### config.mk
export PLATFORM = sky130hd
export DESIGN_NAME = fsfe_mulq
export DESIGN_NICKNAME = d
export VERILOG_FILES = /design/src/design/fsfe_pkg.sv /design/src/design/fsfe_mulq.sv
export SDC_FILE = /design/constraint.sdc
export NUM_CORES = 1
export LEC_CHECK = 0
export ABC_AREA = 1
export BUFFER_PORTS_ARGS = -buffer_cell sky130_fd_sc_hd__buf_2
export CAP_MARGIN = 0
export CORE_MARGIN = 2
export CORE_UTILIZATION = 45
export CTS_BUF_LIST = sky130_fd_sc_hd__clkbuf_8
export DETAILED_ROUTE_END_ITERATION = 10
export PLACE_DENSITY = 0.65
export SLEW_MARGIN = 10
export SYNTH_ARGS = -nofsm -noshare
export SYNTH_HDL_FRONTEND = slang
export SYNTH_SLANG_ARGS = --single-unit
### constraint.sdc
create_clock -name clk -period 6.64 [get_ports clk]
set_input_delay 0 -clock clk [delete_from_list [all_inputs] [get_ports clk]]
set_output_delay 0 -clock clk [all_outputs]
set_load 0.02 [all_outputs]
### src/design/fsfe_pkg.sv
// Package with the types, constants and helper functions of the shape function evaluator.
package fsfe_pkg;

  // Fixed-point format of coordinates and results.
  localparam int FRAC_BITS = 16;
  localparam int COORD_W   = 17;

  // Internal operand, product and accumulation widths.
  localparam int OP_W   = 23;
  localparam int PROD_W = 2 * OP_W;
  localparam int ACC_W  = OP_W + 3;

  // Result fields.
  localparam int NODE_W    = 3;
  localparam int SHAPE_W   = 19;
  localparam int DERIV_W   = 21;
  localparam int SHAPE_LIM = 131072;
  localparam int DERIV_LIM = 524288;

  // Stream bus widths.
  localparam int IN_TDATA_W  = 40;
  localparam int OUT_TDATA_W = 64;

  localparam logic signed [OP_W-1:0]   ONE  = OP_W'(1 << FRAC_BITS);
  localparam logic signed [PROD_W-1:0] HALF = PROD_W'(1 << (FRAC_BITS - 1));
  // Three in operand format, used by two corner nodes of the eight-node quad.
  localparam logic signed [OP_W-1:0]   THREE = OP_W'(3 << FRAC_BITS);

  typedef enum logic [1:0] {
    KIND_TRI3  = 2'd0,
    KIND_QUAD4 = 2'd1,
    KIND_TRI6  = 2'd2,
    KIND_QUAD8 = 2'd3
  } kind_t;

  // Per-node control that travels down the pipeline with the operands.
  typedef struct packed {
    logic [1:0]              n_shift;
    logic signed [OP_W-1:0]  n_sub;
    logic                    d_x4;
    logic                    d_neg;
    logic                    e_x4;
    logic                    e_neg;
    logic [NODE_W-1:0]       node;
    logic                    last;
  } ctrl_t;

  // Multiplier operands for one node: shape (two chained products) and both derivatives.
  typedef struct packed {
    logic signed [OP_W-1:0] na;
    logic signed [OP_W-1:0] nb;
    logic signed [OP_W-1:0] nc;
    logic signed [OP_W-1:0] da;
    logic signed [OP_W-1:0] db;
    logic signed [OP_W-1:0] ea;
    logic signed [OP_W-1:0] eb;
    ctrl_t                  ctrl;
  } ops_t;

  // Number of nodes of each element kind.
  function automatic logic [NODE_W:0] node_count(input kind_t kind);
    logic [NODE_W:0] cnt;
    case (kind)
      KIND_TRI3:  cnt = (NODE_W+1)'(3);
      KIND_QUAD4: cnt = (NODE_W+1)'(4);
      KIND_TRI6:  cnt = (NODE_W+1)'(6);
      default:    cnt = (NODE_W+1)'(8);
    endcase
    return cnt;
  endfunction

  // Clamp a value to the symmetric range [-lim, lim].
  function automatic logic signed [ACC_W-1:0] sat(input logic signed [ACC_W-1:0] v,
                                                  input int lim);
    logic signed [ACC_W-1:0] r;
    if (v > lim) begin
      r = ACC_W'(lim);
    end else if (v < -lim) begin
      r = ACC_W'(-lim);
    end else begin
      r = v;
    end
    return r;
  endfunction

endpackage

### src/design/fsfe_mulq.sv
// Two-stage fixed-point multiplier with round-to-nearest rescaling.
module fsfe_mulq (
  input  logic                              clk,
  input  logic                              en,
  input  logic signed [fsfe_pkg::OP_W-1:0]  a,
  input  logic signed [fsfe_pkg::OP_W-1:0]  b,
  output logic signed [fsfe_pkg::OP_W-1:0]  p
);

  logic signed [fsfe_pkg::PROD_W-1:0] prod;
  logic signed [fsfe_pkg::PROD_W-1:0] prod_rnd;

  // Add half an LSB of the result so that the floor shift rounds halves upwards.
  assign prod_rnd = prod + fsfe_pkg::HALF;

  // First stage holds the full product, second stage the rescaled value.
  always_ff @(posedge clk) begin
    if (en) begin
      prod <= a * b;
      p    <= fsfe_pkg::OP_W'(prod_rnd >>> fsfe_pkg::FRAC_BITS);
    end
  end

endmodule

==> impl_metrics.tcl <==
set metrics [dict create \
    syn_nets 3258 \
    dpl.cell_count 3215 \
    whs_endpoint "p[3]" \
    yosysMostFrequentCell "inv_1" \
    avgSynthCellArea_sq_um 7.86 \
    synth_top_area_cell "fa_1" \
    r2r_end "p[19]" \
    root_buffer "clkbuf_8" \
    synth_cells 2610 \
    setup_violations 0 \
    start_util_pct 45.4 \
    syn_area_sq_um 20500 \
    drv_slew 0 \
    vias_per_cell 4.90 \
    first_iter_violations 1136 \
    drt_wl_total_microns 52600 \
    synth_flop_cell "edfxtp_1" \
    diodes 0 \
    drc 0 \
    cap_violations 0 \
    core.rowCount 78 \
    holdBufCountCts 0 \
    finalCritPeriodShare_pct 93.8 \
    finClkSkew_ns 0.00719 \
    ys_types 36 \
    post_cts_buffers 0 \
    dp.final_hpwl_microns 45100 \
    route.vias.total 15800 \
    die_y_microns 218 \
    cts_inserted_buffers 5 \
    clock_latency_ns 0.29 \
    io_buffers 70 \
    dieArea_sq_um 47300 \
    grt_overflow 0 \
    ant_nets 0 \
    drive_above_1_share_pct 4.96 \
    cp.required_ns 6.69 \
    hold_viol_final 0 \
    min_from "en" \
    critPathKind "in2reg" \
    slew_headroom_pct 27.0 \
    cts_tree "done" \
    ioPinCount 71 \
    whs_path_depth 1 \
    r2r-start "prod[15]" \
    whs_ns 0.476 \
    worstMarginPinSlew_ns 1.10 \
    routedWlPerCell_microns 16.3 \
    die_w_microns 218 \
    antenna_found_initial 0 \
    yosysSeqAreaShare_pct 6.88 \
    hold_class "in2reg" \
    min_period_ns 6.23 \
    fill_cells 4474 \
    grt_pass1_wl_microns 89600 \
    status "finished, final reports clean" \
    max_freq_ghz 0.161 \
    routabilityCongestion 0.875 \
    synthTopCellsByArea "fa_1 47%, inv_1 16%, nand2_1 13%" \
    ys_async_sr_fraction_pct 0 \
    rsz0062_at_grt "false" \
    core_sq_um 45200 \
    grt_usage_pct 24.1 \
    yosysWarnings 0 \
    clock-sinks 47 \
    synth_commonest_cells "881 x inv_1, 692 x nand2_1, 486 x fa_1, 114 x ha_1, 83 x clkbuf_1" \
    firstDrtPassIters 7 \
    regArea_sq_um 1410 \
    cts-htree-levels 2 \
    end_kind "register" \
    grt_pass1_vias 17800 \
    reg2reg_depth 11 \
    ys_ff_latch 47 \
    crit_arrival_ns 6.28 \
    multi_input_area_sq_um 15400 \
    cts_resized 0 \
    start_kind "input pin" \
    cp-startpoint "b[4]" \
    grt_max_degree 48 \
    synth_top_area_share_pct 47.4 \
    area.growth.synth_to_final_pct 5.30 \
    regToRegSetupSlack_ns 4.68 \
    cts.path.max_buffers 2 \
    layout.cells.non_filler 3223 \
    clkSlewWorstSetupHoldPaths_ns 0.09 \
    fin_nets 3270 \
    synth_edf_count 47 \
    fin_setup_tns_ns 0 \
    cp_max_fo 23 \
]
## flip-flops by register name (all words and copies together) (netlist names)
name and count:
p 23, prod 24
## cell families (layout without fill, tap and decap cells)
group | Yosys count | in the layout | share of synthesized area [%]
buffers and inverters | 976 | 989 | 17.9
AOI/OAI and AO/OA | 79 | 79 | 2.19
DFF | 47 | 47 | 6.88
adders and majority gates | 600 | 600 | 54.4
and+or+nand+nor | 868 | 868 | 17.0
xor gates and xnor gates | 40 | 40 | 1.71
## metal layers
layer | up-vias | track usage [%] | share of wire, %
met3 | 114 | 2.43 | 5.0
met4 | 0 | 8.13 | 3.9
met5 | - | 0 | 0
li1 | 7226 | - | -
met1 | 7975 | 29.2 | 39
met2 | 481 | 44.5 | 52
## worst max-delay path, stage by stage
cell and delay (ns):
buf_2 0.46, nand2_1 0.10, inv_1 0.09, fa_1 0.47, fa_1 0.64, fa_1 0.79, inv_1 0.14, fa_1 0.50
fa_1 0.57, fa_1 0.45, fa_1 0.50, inv_1 0.04, ha_1 0.33, inv_1 0.10, nor3_1 0.29, nand2_1 0.14
nor3_1 0.28, nand3_1 0.18, nand4_1 0.13, nand2_1 0.06
## per-stage QoR
stage | area, sq um | util (%) | worst slack [ns]
final | 21600 | 47.8 | 0.414
after global routing | 21600 | 47.8 | 0.0313
after CTS | 21600 | 47.8 | 0.462
after detailed placement | 21500 | 47.5 | 0.164
after global placement | 21500 | 47.5 | 0.239
after floorplan | 20500 | - | 0.825
## cells in the final DEF (no fill, tap or decap), types with 7 or more instances in the layout
cell type	netlist	routed
xnor2_1	13	13
a21oi_1	35	35
a21o_1	8	8
fa_1	486	486
nand2_1	692	692
xor2_1	27	27
buf_2	5	70
inv_1	881	882
edfxtp_1	47	47
buf_4	0	28
nor2_1	80	80
nor3_1	12	12
o21ai_0	20	20
o21bai_1	7	7
ha_1	114	114
nand3_1	50	50
## final cells by class
cell class | count | area share [%]
Multi-Input combinational cell | 1587 | 71.5
Inverter | 883 | 15.3
Tap cell | 600 | 3.47
Timing Repair Buffer | 98 | 2.59
Clock buffer | 5 | 0.318
Sequential cell | 47 | 6.53
Clock inverter | 3 | 0.295
## worst max-delay path by stage
| stage | end | slack (ns) | cells past startpoint |
|---|---|---|---|
| floorplan | prod[38] | 0.82 | 23 |
| global placement | prod[38] | 0.24 | 23 |
| detailed placement | prod[37] | 0.16 | 20 |
| CTS | prod[37] | 0.46 | 20 |
| global route | prod[37] | 0.03 | 20 |
| finish | prod[37] | 0.41 | 20 |
Power is left out: the tool's default activity adds up to more than one toggle a clock period on the data nets, which glitch-free logic cannot reach.
